===== src/rtl/aob_pkg.sv =====
// ============================================================================
// aob_pkg
// Shared types and constants for the source-over alpha blend pipeline.
// ============================================================================
package aob_pkg;

    localparam int CHAN_W     = 8;
    localparam int COV_W      = 2 * CHAN_W;
    localparam int NUM_W      = 3 * CHAN_W;
    localparam int DIV_STEPS  = CHAN_W;
    localparam int NUM_LANES  = 3;
    localparam int STG_DIV0   = 2;
    localparam int STG_OUT    = STG_DIV0 + DIV_STEPS;
    localparam int PIPE_DEPTH = STG_OUT + 1;
    localparam int CNT_W      = $clog2(PIPE_DEPTH + 1);

    localparam int LANE_RED   = 0;
    localparam int LANE_GREEN = 1;
    localparam int LANE_BLUE  = 2;

    typedef logic [CHAN_W-1:0] t_chan;
    typedef logic [COV_W-1:0]  t_cov;
    typedef logic [NUM_W-1:0]  t_num;
    typedef logic [PIPE_DEPTH-1:0] t_stg_mask;
    typedef t_chan [NUM_LANES-1:0] t_chan_bus;
    typedef t_cov [DIV_STEPS-1:0]  t_den_taps;

    typedef struct packed {
        t_chan alpha;
        logic  den_zero;
    } t_cov_res;

    localparam t_chan CHAN_MAX = 8'd255;

endpackage


===== src/rtl/aob_cover.sv =====
// ============================================================================
// aob_cover
// Coverage path: weighted coverage D, its per-stage copies, and output alpha.
// ============================================================================
module aob_cover (
    input  logic                i_clk,
    input  aob_pkg::t_stg_mask  i_load,
    input  aob_pkg::t_chan      i_src_alpha,
    input  aob_pkg::t_chan      i_dst_alpha,
    output aob_pkg::t_cov       o_wgt,
    output aob_pkg::t_den_taps  o_den,
    output aob_pkg::t_cov_res   o_res
);
    import aob_pkg::*;

    t_cov             r_asx;
    t_cov             r_wgt;
    t_cov             r_den   [DIV_STEPS+1];
    t_chan            r_alpha [DIV_STEPS+1];
    t_cov             n_den;
    logic [COV_W:0]   n_alpha_sum;

    // D = As*255 + Ad*(255-As); alpha = D/255 by the exact 16-bit identity.
    always_comb begin
        n_den       = r_asx + r_wgt;
        n_alpha_sum = {1'b0, n_den} + (COV_W+1)'(1) + (COV_W+1)'(n_den >> CHAN_W);
    end

    always_ff @(posedge i_clk) begin
        if (i_load[0]) begin
            r_asx <= t_cov'({i_src_alpha, CHAN_W'(0)}) - t_cov'(i_src_alpha);
            r_wgt <= t_cov'(i_dst_alpha) * t_cov'(CHAN_MAX - i_src_alpha);
        end
        if (i_load[1]) begin
            r_den[0]   <= n_den;
            r_alpha[0] <= n_alpha_sum[2*CHAN_W-1:CHAN_W];
        end
        for (int i = 1; i <= DIV_STEPS; i++) begin
            if (i_load[1+i]) begin
                r_den[i]   <= r_den[i-1];
                r_alpha[i] <= r_alpha[i-1];
            end
        end
    end

    always_comb begin
        for (int j = 0; j < DIV_STEPS; j++) begin
            o_den[j] = r_den[j];
        end
    end

    assign o_wgt          = r_wgt;
    assign o_res.alpha    = r_alpha[DIV_STEPS];
    assign o_res.den_zero = (r_den[DIV_STEPS] == '0);

endmodule


===== src/rtl/aob_lane.sv =====
// ============================================================================
// aob_lane
// One color lane: weighted numerator and an eight-stage restoring divider.
// ============================================================================
module aob_lane (
    input  logic                i_clk,
    input  aob_pkg::t_stg_mask  i_load,
    input  aob_pkg::t_chan      i_src_chan,
    input  aob_pkg::t_chan      i_dst_chan,
    input  aob_pkg::t_chan      i_src_alpha,
    input  aob_pkg::t_cov       i_wgt,
    input  aob_pkg::t_den_taps  i_den,
    output aob_pkg::t_chan      o_quo
);
    import aob_pkg::*;

    t_cov  r_csa;
    t_chan r_cd;
    t_num  r_num;
    t_num  r_rem [DIV_STEPS];
    t_chan r_quo [DIV_STEPS];
    t_num  n_num;
    t_num  n_rem [DIV_STEPS];
    t_chan n_quo [DIV_STEPS];

    // Numerator Cs*As*255 + Cd*Ad*(255-As); it never exceeds 255*D.
    assign n_num = (t_num'(r_csa) << CHAN_W) - t_num'(r_csa)
                 + t_num'(r_cd) * t_num'(i_wgt);

    // Each stage settles one quotient bit, most significant first.
    always_comb begin
        t_num  v_rem_in;
        t_num  v_sub;
        t_chan v_quo_in;
        for (int j = 0; j < DIV_STEPS; j++) begin
            v_rem_in = (j == 0) ? r_num : r_rem[(j == 0) ? 0 : j-1];
            v_quo_in = (j == 0) ? '0    : r_quo[(j == 0) ? 0 : j-1];
            v_sub    = t_num'(i_den[j]) << (DIV_STEPS - 1 - j);
            if (v_rem_in >= v_sub) begin
                n_rem[j] = v_rem_in - v_sub;
                n_quo[j] = {v_quo_in[CHAN_W-2:0], 1'b1};
            end else begin
                n_rem[j] = v_rem_in;
                n_quo[j] = {v_quo_in[CHAN_W-2:0], 1'b0};
            end
        end
    end

    always_ff @(posedge i_clk) begin
        if (i_load[0]) begin
            r_csa <= t_cov'(i_src_chan) * t_cov'(i_src_alpha);
            r_cd  <= i_dst_chan;
        end
        if (i_load[1]) begin
            r_num <= n_num;
        end
        for (int j = 0; j < DIV_STEPS; j++) begin
            if (i_load[STG_DIV0+j]) begin
                r_rem[j] <= n_rem[j];
                r_quo[j] <= n_quo[j];
            end
        end
    end

    assign o_quo = r_quo[DIV_STEPS-1];

endmodule


===== src/rtl/aob_merge.sv =====
// ============================================================================
// aob_merge
// Output register: joins the lane quotients with the coverage result.
// ============================================================================
module aob_merge (
    input  logic                i_clk,
    input  logic                i_load,
    input  aob_pkg::t_chan_bus  i_quo,
    input  aob_pkg::t_cov_res   i_res,
    output aob_pkg::t_chan      o_alpha,
    output aob_pkg::t_chan      o_red,
    output aob_pkg::t_chan      o_green,
    output aob_pkg::t_chan      o_blue
);
    import aob_pkg::*;

    t_chan r_alpha;
    t_chan r_red;
    t_chan r_green;
    t_chan r_blue;

    // With zero coverage the divider saturates, so the colors are forced to zero.
    always_ff @(posedge i_clk) begin
        if (i_load) begin
            r_alpha <= i_res.alpha;
            r_red   <= i_res.den_zero ? '0 : i_quo[LANE_RED];
            r_green <= i_res.den_zero ? '0 : i_quo[LANE_GREEN];
            r_blue  <= i_res.den_zero ? '0 : i_quo[LANE_BLUE];
        end
    end

    assign o_alpha = r_alpha;
    assign o_red   = r_red;
    assign o_green = r_green;
    assign o_blue  = r_blue;

endmodule


===== src/rtl/alpha_over_blend_core.sv =====
// ============================================================================
// alpha_over_blend_core
// Source-over compositing of one ARGB8888 pixel pair per transaction.
// ============================================================================
// The input channel carries a source and a destination pixel; a transaction
// completes when i_in_valid and o_in_ready are both high at a rising edge.
// The output channel carries the composite pixel under o_out_valid and
// i_out_ready in the same way. Every input transaction yields exactly one
// output transaction, in order.
// The block is an eleven-stage pipeline: a product stage, a numerator stage,
// eight divider stages (one quotient bit each, set by the per-lane restoring
// divider) and the output register. A result moves through these stages in
// order and waits in the output register until the receiver takes it.
// Throughput is one pixel pair per clock while the receiver keeps up.
// Each stage holds its data only while the stage after it is full and stuck,
// so bubbles close up and up to eleven transactions can be in flight; while
// the receiver stalls, new inputs are still taken until every stage is full.
// Synchronous reset empties the pipeline; payload registers are not reset.
// ============================================================================
module alpha_over_blend_core (
    input  logic            i_clk,
    input  logic            i_rst_n,
    input  logic            i_in_valid,
    output logic            o_in_ready,
    input  aob_pkg::t_chan  i_src_alpha,
    input  aob_pkg::t_chan  i_src_red,
    input  aob_pkg::t_chan  i_src_green,
    input  aob_pkg::t_chan  i_src_blue,
    input  aob_pkg::t_chan  i_dst_alpha,
    input  aob_pkg::t_chan  i_dst_red,
    input  aob_pkg::t_chan  i_dst_green,
    input  aob_pkg::t_chan  i_dst_blue,
    output logic            o_out_valid,
    input  logic            i_out_ready,
    output aob_pkg::t_chan  o_out_alpha,
    output aob_pkg::t_chan  o_out_red,
    output aob_pkg::t_chan  o_out_green,
    output aob_pkg::t_chan  o_out_blue
);
    import aob_pkg::*;

    t_stg_mask r_vld;
    t_stg_mask n_vld;
    t_stg_mask w_free;
    t_stg_mask w_src_vld;
    t_stg_mask w_load;
    t_chan_bus w_src_chan;
    t_chan_bus w_dst_chan;
    t_chan_bus w_quo;
    t_cov      w_wgt;
    t_den_taps w_den;
    t_cov_res  w_res;

    // A stage is free when it is empty or when its contents move on this cycle.
    always_comb begin
        w_free[PIPE_DEPTH-1] = !r_vld[PIPE_DEPTH-1] || i_out_ready;
        for (int i = PIPE_DEPTH - 2; i >= 0; i--) begin
            w_free[i] = !r_vld[i] || w_free[i+1];
        end
    end

    assign w_src_vld = {r_vld[PIPE_DEPTH-2:0], i_in_valid};
    assign w_load    = w_src_vld & w_free;
    // A free stage takes whatever its source offers; a stuck stage stays full.
    assign n_vld     = (w_free & w_src_vld) | (~w_free & r_vld);

    always_ff @(posedge i_clk) begin
        if (!i_rst_n) begin
            r_vld <= '0;
        end else begin
            r_vld <= n_vld;
        end
    end

    assign o_in_ready  = w_free[0];
    assign o_out_valid = r_vld[PIPE_DEPTH-1];

    assign w_src_chan[LANE_RED]   = i_src_red;
    assign w_src_chan[LANE_GREEN] = i_src_green;
    assign w_src_chan[LANE_BLUE]  = i_src_blue;
    assign w_dst_chan[LANE_RED]   = i_dst_red;
    assign w_dst_chan[LANE_GREEN] = i_dst_green;
    assign w_dst_chan[LANE_BLUE]  = i_dst_blue;

    // Coverage path shared by all color lanes.
    aob_cover u_cover (
        .i_clk       (i_clk),
        .i_load      (w_load),
        .i_src_alpha (i_src_alpha),
        .i_dst_alpha (i_dst_alpha),
        .o_wgt       (w_wgt),
        .o_den       (w_den),
        .o_res       (w_res)
    );

    // One lane per color channel, running side by side.
    for (genvar g = 0; g < NUM_LANES; g++) begin : g_lane
        aob_lane u_lane (
            .i_clk       (i_clk),
            .i_load      (w_load),
            .i_src_chan  (w_src_chan[g]),
            .i_dst_chan  (w_dst_chan[g]),
            .i_src_alpha (i_src_alpha),
            .i_wgt       (w_wgt),
            .i_den       (w_den),
            .o_quo       (w_quo[g])
        );
    end

    aob_merge u_merge (
        .i_clk   (i_clk),
        .i_load  (w_load[STG_OUT]),
        .i_quo   (w_quo),
        .i_res   (w_res),
        .o_alpha (o_out_alpha),
        .o_red   (o_out_red),
        .o_green (o_out_green),
        .o_blue  (o_out_blue)
    );

endmodule


===== config.mk =====
export PLATFORM = sky130hd
export DESIGN_NAME = alpha_over_blend_core
export DESIGN_NICKNAME = d
export VERILOG_FILES = /design/src/rtl/aob_pkg.sv /design/src/rtl/aob_cover.sv /design/src/rtl/aob_lane.sv /design/src/rtl/aob_merge.sv /design/src/rtl/alpha_over_blend_core.sv
export SDC_FILE = /design/constraint.sdc
export NUM_CORES = 2
export LEC_CHECK = 0
export BUFFER_PORTS_ARGS = -buffer_cell sky130_fd_sc_hd__clkbuf_2
export CELL_PAD_IN_SITES_DETAIL_PLACEMENT = 0
export CELL_PAD_IN_SITES_GLOBAL_PLACEMENT = 1
export CORE_ASPECT_RATIO = 0.9
export CORE_MARGIN = 2
export CORE_UTILIZATION = 57
export DETAILED_ROUTE_END_ITERATION = 16
export GPL_TIMING_DRIVEN = 1
export PLACE_DENSITY_LB_ADDON = 0.1
export SLEW_MARGIN = 20
export SYNTH_ARGS = -nofsm -noshare
export SYNTH_HDL_FRONTEND = slang
export SYNTH_SLANG_ARGS = --single-unit

===== constraint.sdc =====
create_clock -name i_clk -period 28.8 [get_ports i_clk]
set_input_delay 2.88 -clock i_clk [delete_from_list [all_inputs] [get_ports i_clk]]
set_output_delay 2.88 -clock i_clk [all_outputs]
set_load 0.02 [all_outputs]

== After elaboration in Yosys (flattened, before gate mapping) ==
Memories as Yosys holds them, arrays and structs flattened. A register that Yosys moved wholly into a read port is not among the register bits.
Cells that the tools add are included.

* RAM bits: 984
* Input bits: 68
* Latch bits: 0
* Memories: 8
* Memory bits (read-only): 0
* Output and inout port bits: 34
* Register bits: 187

{| class="wikitable"
|+ Memory list
! memory !! depth !! width !! rd ports !! clocked after Yosys merged registers in !! write ports !! RTL line !! RTL
|-
| g_lane[0].u_lane.r_rem || 8 || 24 || 7 || 0 || 8 || aob_lane.sv:20 || <nowiki>t_num r_rem [DIV_STEPS];</nowiki>
|-
| g_lane[1].u_lane.r_rem || 8 || 24 || 7 || 0 || 8 || aob_lane.sv:20 ||
|-
| g_lane[2].u_lane.r_rem || 8 || 24 || 7 || 0 || 8 || aob_lane.sv:20 ||
|-
| u_cover.r_den || 9 || 16 || 9 || 0 || 9 || aob_cover.sv:18 || <nowiki>t_cov r_den [DIV_STEPS+1];</nowiki>
|-
| u_cover.r_alpha || 9 || 8 || 9 || 1 || 9 || aob_cover.sv:19 || <nowiki>t_chan r_alpha [DIV_STEPS+1];</nowiki>
|-
| g_lane[0].u_lane.r_quo || 8 || 8 || 8 || 1 || 8 || aob_lane.sv:21 || <nowiki>t_chan r_quo [DIV_STEPS];</nowiki>
|-
| 2 more memories || -- || -- || -- || -- || -- || -- ||
|}

* Add/sub/neg operators: 35
* Shifts and indexed selects: 0
* Divide/modulo/power cells: 0
* Magnitude comparators: 24
* Equality and inequality tests: 0
* $mul: 7
* Mux-type cells: 66
* Bitwise operators: 4
* Reductions and logical operators: 23

{| class="wikitable"
|+ Operators by type and width
! operator !! number
|-
| $mux 24 || 24
|-
| $sub 24x16->24 || 6
|-
| $add 24x24->24 || 3
|-
| $ge 24x16->1 || 3
|-
| $ge 24x17->1 || 3
|-
| $ge 24x18->1 || 3
|-
| $ge 24x19->1 || 3
|-
| $ge 24x20->1 || 3
|-
| $ge 24x21->1 || 3
|-
| $ge 24x22->1 || 3
|-
| $ge 24x23->1 || 3
|-
| $mul 8x16->24 || 3
|-
| $sub 24x17->24 || 3
|-
| $sub 24x18->24 || 3
|-
| $sub 24x19->24 || 3
|-
| $sub 24x20->24 || 3
|-
| $sub 24x21->24 || 3
|-
| $sub 24x22->24 || 3
|-
| $sub 24x23->24 || 3
|-
| $mul 8x8->16 || 3
|-
| $mux 1 || 42
|-
| $and 11x11->11 || 2
|-
| $add 16x1->16 const B || 1
|-
| $add 16x16->16 || 1
|-
| 9 further kinds || 29
|}

== Logic depth before layout (Yosys ltp) ==
* Depth after elaboration: 15
* Gate-level depth with buffers: 22
* Depth with buffers taken out: 21

== Modules after synthesis ==
Synthesis repeated with hierarchy kept, for this count alone.

* Cell total of the unflattened synthesis: 7,690
* Area, all modules: 81,501.9 um2

{| class="wikitable"
|+ Modules (own cells, without submodules)
! module !! cells each !! area an instance (um2) !! instances !! sequential area each (um2)
|-
| aob_lane (g_lane[0].u_lane) || 2,274 || 22,995.8 || 1 || 7,567.3
|-
| aob_lane (g_lane[2].u_lane) || 2,270 || 22,521.6 || 1 || 7,567.3
|-
| aob_lane (g_lane[1].u_lane) || 2,238 || 22,490.3 || 1 || 7,567.3
|-
| aob_cover || 796 || 11,805.1 || 1 || 7,447.1
|-
| aob_merge || 58 || 1,173.6 || 1 || 960.9
|-
| alpha_over_blend_core || 54 || 515.5 || 1 || 220.2
|}

== Worst setup path after synthesis ==
Ideal clock, no wire load.

* Path type: input -> register
* Start: in i_out_ready
* End: mem g_lane[0].u_lane.r_quo[5][0] (netlist bit) (enable)
* Arrival: 11.411 ns
* Cell stages on the path: 3
* Slack: 16.628 ns
* Buffers on the path: 0
* Path through: nor2b_1 and3_1 a21boi_0

{| class="wikitable"
|+ RTL lines
! what !! RTL line !! RTL
|-
| start, declared || alpha_over_blend_core.sv:34 || <nowiki>input logic i_out_ready,</nowiki>
|-
| end, declared || aob_lane.sv:21 ||
|}

== Final worst setup path ==
* Start: in i_out_ready
* End: out o_in_ready

* Longest elaborated chain between the ends: 11

{| class="wikitable"
|+ Ends and longest elaborated chain
! what !! RTL line !! RTL
|-
| $logic_or 1x1->1 || alpha_over_blend_core.sv:56 || <nowiki>w_free[PIPE_DEPTH-1] = !r_vld[PIPE_DEPTH-1] || i_out_ready;</nowiki>
|-
| $logic_or 1x1->1 (10 in series) || alpha_over_blend_core.sv:58 || <nowiki>w_free[i] = !r_vld[i] || w_free[i+1];</nowiki>
|-
| end, declared || alpha_over_blend_core.sv:24 || <nowiki>output logic o_in_ready,</nowiki>
|}

Every way passes these cells.

==> out/results.tsv <==
stage	metric	value	unit
timing	crit path time final	8290	ps
floorplanning	std cell rows	127	
place	half-perimeter wire length of the detailed placement result	151000	microns
timing	Sum Neg Setup Slack	0	ps
detailed_routing	WL/cell	21.0	microns
setup_path	worst-path cell with the longest stage delay	sky130_fd_sc_hd__and2_0	
setup_path	gate family responsible for the most delay along the worst path	simple AND/OR/NAND/NOR gates	
layout	post-layout net count	8472	
setup_path	Critical Path, Cell by Cell	clkbuf_2 -> nor2b_1 -> and3_1 -> and3_1 -> and2_1 -> and3_1 -> and2_0 -> nand3_1 -> clkbuf_2	
timing	share of the clock period used by the worst path after layout	28.8	%
place	routability cong.	0.930	
clock_network	root buf cell	sky130_fd_sc_hd__clkbuf_16	
floorplanning	die area	138000	sq um
setup_path	CP max FO	6	
flow_run	max-cap violation count	0	
floorplanning	Die Span X	391	microns
floorplanning	placeable core region	134000	sq um
setup_path	Buf/Inv on CP	2	
clock_network	CTS tree	yes	
setup_path	arrival time at the worst endpoint	5410	ps
setup_path	slowest stage delay, CP	510	ps
setup_path	CP required	25920	ps
logic_synthesis	most used flip-flop cell after synthesis	sky130_fd_sc_hd__edfxtp_1	
timing	Max-slew headroom	32.7	%
detailed_routing	first-pass iteration count of the detailed router	5	
grt	wire length of the first global-routing pass	296000	microns
clock_network	total setup buffers inserted after CTS	0	
timing	peak clock frequency supported by timing	0.121	GHz
run_status	run status	finished clean	
detailed_routing	via/cell ratio	5.65	
clock_network	count of hold-fix buffers inserted at cts	0	
detailed_routing	detailed-route via count	51300	
detailed_routing	drc violations	0	
detailed_routing	Routed Wire Length	191000	microns
detailed_routing	First DRT Iteration DRCs	3428	
logic_synthesis	number of synthesized flops with an enable pin	1036	
setup_path	Crit Path Class	in2out	
timing	RSZ-0062 raised after global routing	false	
timing	Setup violations, final	0	
clock_network	clock latency on the worst-skew pair	740	ps
grt	global-route total usage across every layer	28.1	%
logic_synthesis	Yosys warning count	0	
grt	number of global-route vias before repair	51500	
logic_synthesis	share of the synthesized area in the top cell type	40.4	%
floorplanning	overall die height	353	microns
place	count of input and output buffers	101	
logic_synthesis	FFs w/ async S/R, synth	0	%
grt	total global routing overflow	0	
min_path	Min-Delay Path Class	reg2reg	
setup_path	crit path capture type	primary output	
floorplanning	number of ports placed on the die boundary	102	
logic_synthesis	post-synthesis cell type count	84	
logic_synthesis	dominant cell type by area after synthesis	sky130_fd_sc_hd__edfxtp_1	
clock_network	Post-CTS Resized	0	
detailed_routing	post-detailed-route count of antenna-violating nets	0	
layout	area growth from synthesis to final layout	8.49	%
clock_network	Clock Tree Buf Depth	3	
logic_synthesis	sequential element share of the synthesized area	40.7	%
logic_synthesis	Post-Syn Nets	8358	
timing	Least-Margin Pin Slew	1010	ps
timing	final-report max-slew violation count	0	
floorplanning	starting utilization of the core area	57.6	%
timing	Clock Skew	52.8	ps
clock_network	number of clock sinks	1047	
setup_path	most frequent CP cell	sky130_fd_sc_hd__and3_1	
grt	antenna violations before repair	3	
setup_path	CP startpoint kind	input pin	
logic_synthesis	instance count of the mapped netlist	7063	
timing	Hold Vio Cnt, Final	0	
logic_synthesis	average footprint of a synthesized cell	10.9	sq um
clock_network	H-tree levels	3	
grt	maximum number of pins on one net before global-route repair	74	
layout	fraction of final layout cells with drive strength greater than 1	6.43	%
clock_network	Clk pin slew, worst setup/hold paths	60	ps
logic_synthesis	top post-synthesis cells by area	sky130_fd_sc_hd__edfxtp_1 40%, sky130_fd_sc_hd__fa_1 13%, sky130_fd_sc_hd__ha_1 12%, sky130_fd_sc_hd__inv_1 4.2%, sky130_fd_sc_hd__xnor2_1 3.2%	
logic_synthesis	most frequently used cell type in the post-synthesis netlist	sky130_fd_sc_hd__edfxtp_1	
logic_synthesis	most frequent cells after synthesis	1036 x sky130_fd_sc_hd__edfxtp_1, 862 x sky130_fd_sc_hd__inv_1, 722 x sky130_fd_sc_hd__ha_1	
logic_synthesis	post-synthesis instance area	77000	sq um
logic_synthesis	synthesized flop and latch total	1047	
clock_network	TritonCTS buffer count	113	
## worst reg2reg max path, stage by stage, from the launching register on
cell and delay, ps:
sky130_fd_sc_hd__edfxtp_1 940, sky130_fd_sc_hd__nand2_1 190, sky130_fd_sc_hd__fa_1 570, sky130_fd_sc_hd__inv_1 50, sky130_fd_sc_hd__fa_1 500, sky130_fd_sc_hd__fa_1 520, sky130_fd_sc_hd__fa_1 500, sky130_fd_sc_hd__inv_1 50
sky130_fd_sc_hd__fa_1 470, sky130_fd_sc_hd__inv_1 40, sky130_fd_sc_hd__ha_1 370, sky130_fd_sc_hd__a21o_1 200, sky130_fd_sc_hd__a21o_1 170, sky130_fd_sc_hd__a21o_1 180, sky130_fd_sc_hd__a221oi_1 290, sky130_fd_sc_hd__o21ai_0 200
sky130_fd_sc_hd__a21oi_1 250, sky130_fd_sc_hd__nor2b_1 70, sky130_fd_sc_hd__o21a_1 190, sky130_fd_sc_hd__o41a_1 320, sky130_fd_sc_hd__xnor2_1 350
## logic make-up after synthesis
kind of cell,synth area share (%)
xor+xnor,5.34
buf+inv,5.02
flops,40.7
mux,1.28
simple gates,12.5
fa+ha+maj,24.9
compound gates,10.3
## sequential cells by signal, indices dropped and copies added (netlist names), 16 cells and up, named ones only
| name | count |
|---|---|
| g_lane.u_lane.r_rem | 504 |
| u_cover.r_den | 144 |
| g_lane.u_lane.r_quo | 108 |
| g_lane.u_lane.r_num | 72 |
| u_cover.r_alpha | 72 |
| g_lane.u_lane.r_csa | 48 |
| g_lane.u_lane.r_cd | 24 |
| u_cover.o_wgt | 16 |
| u_cover.r_asx | 16 |
## placed cells by master (no fill, tap or decap), types with 56 or more instances in the layout
cell type / synthesis / layout
sky130_fd_sc_hd__clkbuf_2: 1 / 101
sky130_fd_sc_hd__a21o_1: 145 / 145
sky130_fd_sc_hd__and2_1: 330 / 329
sky130_fd_sc_hd__nor3_1: 105 / 104
sky130_fd_sc_hd__fa_1: 505 / 505
sky130_fd_sc_hd__a21oi_1: 435 / 434
sky130_fd_sc_hd__nor2_1: 361 / 360
sky130_fd_sc_hd__buf_4: 0 / 56
sky130_fd_sc_hd__nor2b_1: 131 / 124
sky130_fd_sc_hd__nand2_1: 601 / 601
sky130_fd_sc_hd__xnor2_1: 277 / 277
sky130_fd_sc_hd__clkbuf_16: 0 / 113
sky130_fd_sc_hd__ha_1: 722 / 722
sky130_fd_sc_hd__inv_1: 862 / 862
sky130_fd_sc_hd__nand2b_1: 101 / 101
sky130_fd_sc_hd__o21a_1: 72 / 72
sky130_fd_sc_hd__o21ai_0: 306 / 306
sky130_fd_sc_hd__nand3_1: 69 / 69
sky130_fd_sc_hd__xor2_1: 192 / 192
sky130_fd_sc_hd__mux2_2: 63 / 63
sky130_fd_sc_hd__edfxtp_1: 1036 / 1036
## stage by stage
| step | area (sq um) | cells | hold WS (ps) | util [%] | setup slack, ps |
|---|---|---|---|---|---|
| after floorplan | 77000 | 7063 | 400 | - | 16630 |
| after global placement | 79700 | 8868 | 401 | 59.6 | 20590 |
| after detailed placement | 79700 | 8868 | 405 | 59.6 | 20520 |
| after CTS | 83500 | 9082 | 398 | 62.5 | 20520 |
| after global routing | 83500 | 9082 | 411 | 62.5 | 20320 |
| final | 83500 | 9084 | 404 | 62.5 | 20510 |
## final cells by class
class	instances	area, sq um
Antenna cell	2	5.00
Clock buffer	128	2890
Clock inverter	86	950
Fill cell	10800	50100
Inverter	864	3240
Multi-Input combinational cell	4994	41900
Sequential cell	1047	31300
Tap cell	1806	2260
Timing Repair Buffer	157	926
## routing by layer
layer / part of all wire, % / GRT usage (%) / wire, microns / up-vias
met5: 0.0068 / 0 / 13 / -
met4: 5.2 / 12.5 / 9920 / 2
met3: 3.8 / 3.03 / 7250 / 352
met2: 50 / 48.8 / 95100 / 1180
met1: 41 / 35.3 / 78800 / 25100
li1: - / - / - / 24700
## worst paths after layout
path                                      to  slack, ps                     start  cells past startpoint
setup reg to reg  g_lane[2].u_lane.r_num[23]      22160  g_lane[2].u_lane.r_cd[0]                     20
hold / removal         u_cover.r_alpha[3][0]        400     u_cover.r_alpha[2][0]                      0
hold reg to reg        u_cover.r_alpha[3][0]        400     u_cover.r_alpha[2][0]                      0
setup / recovery                  o_in_ready      20510               i_out_ready                      9
Power is left out: the tool's default activity adds up to more than one toggle a clock period on the data nets, which glitch-free logic cannot reach.
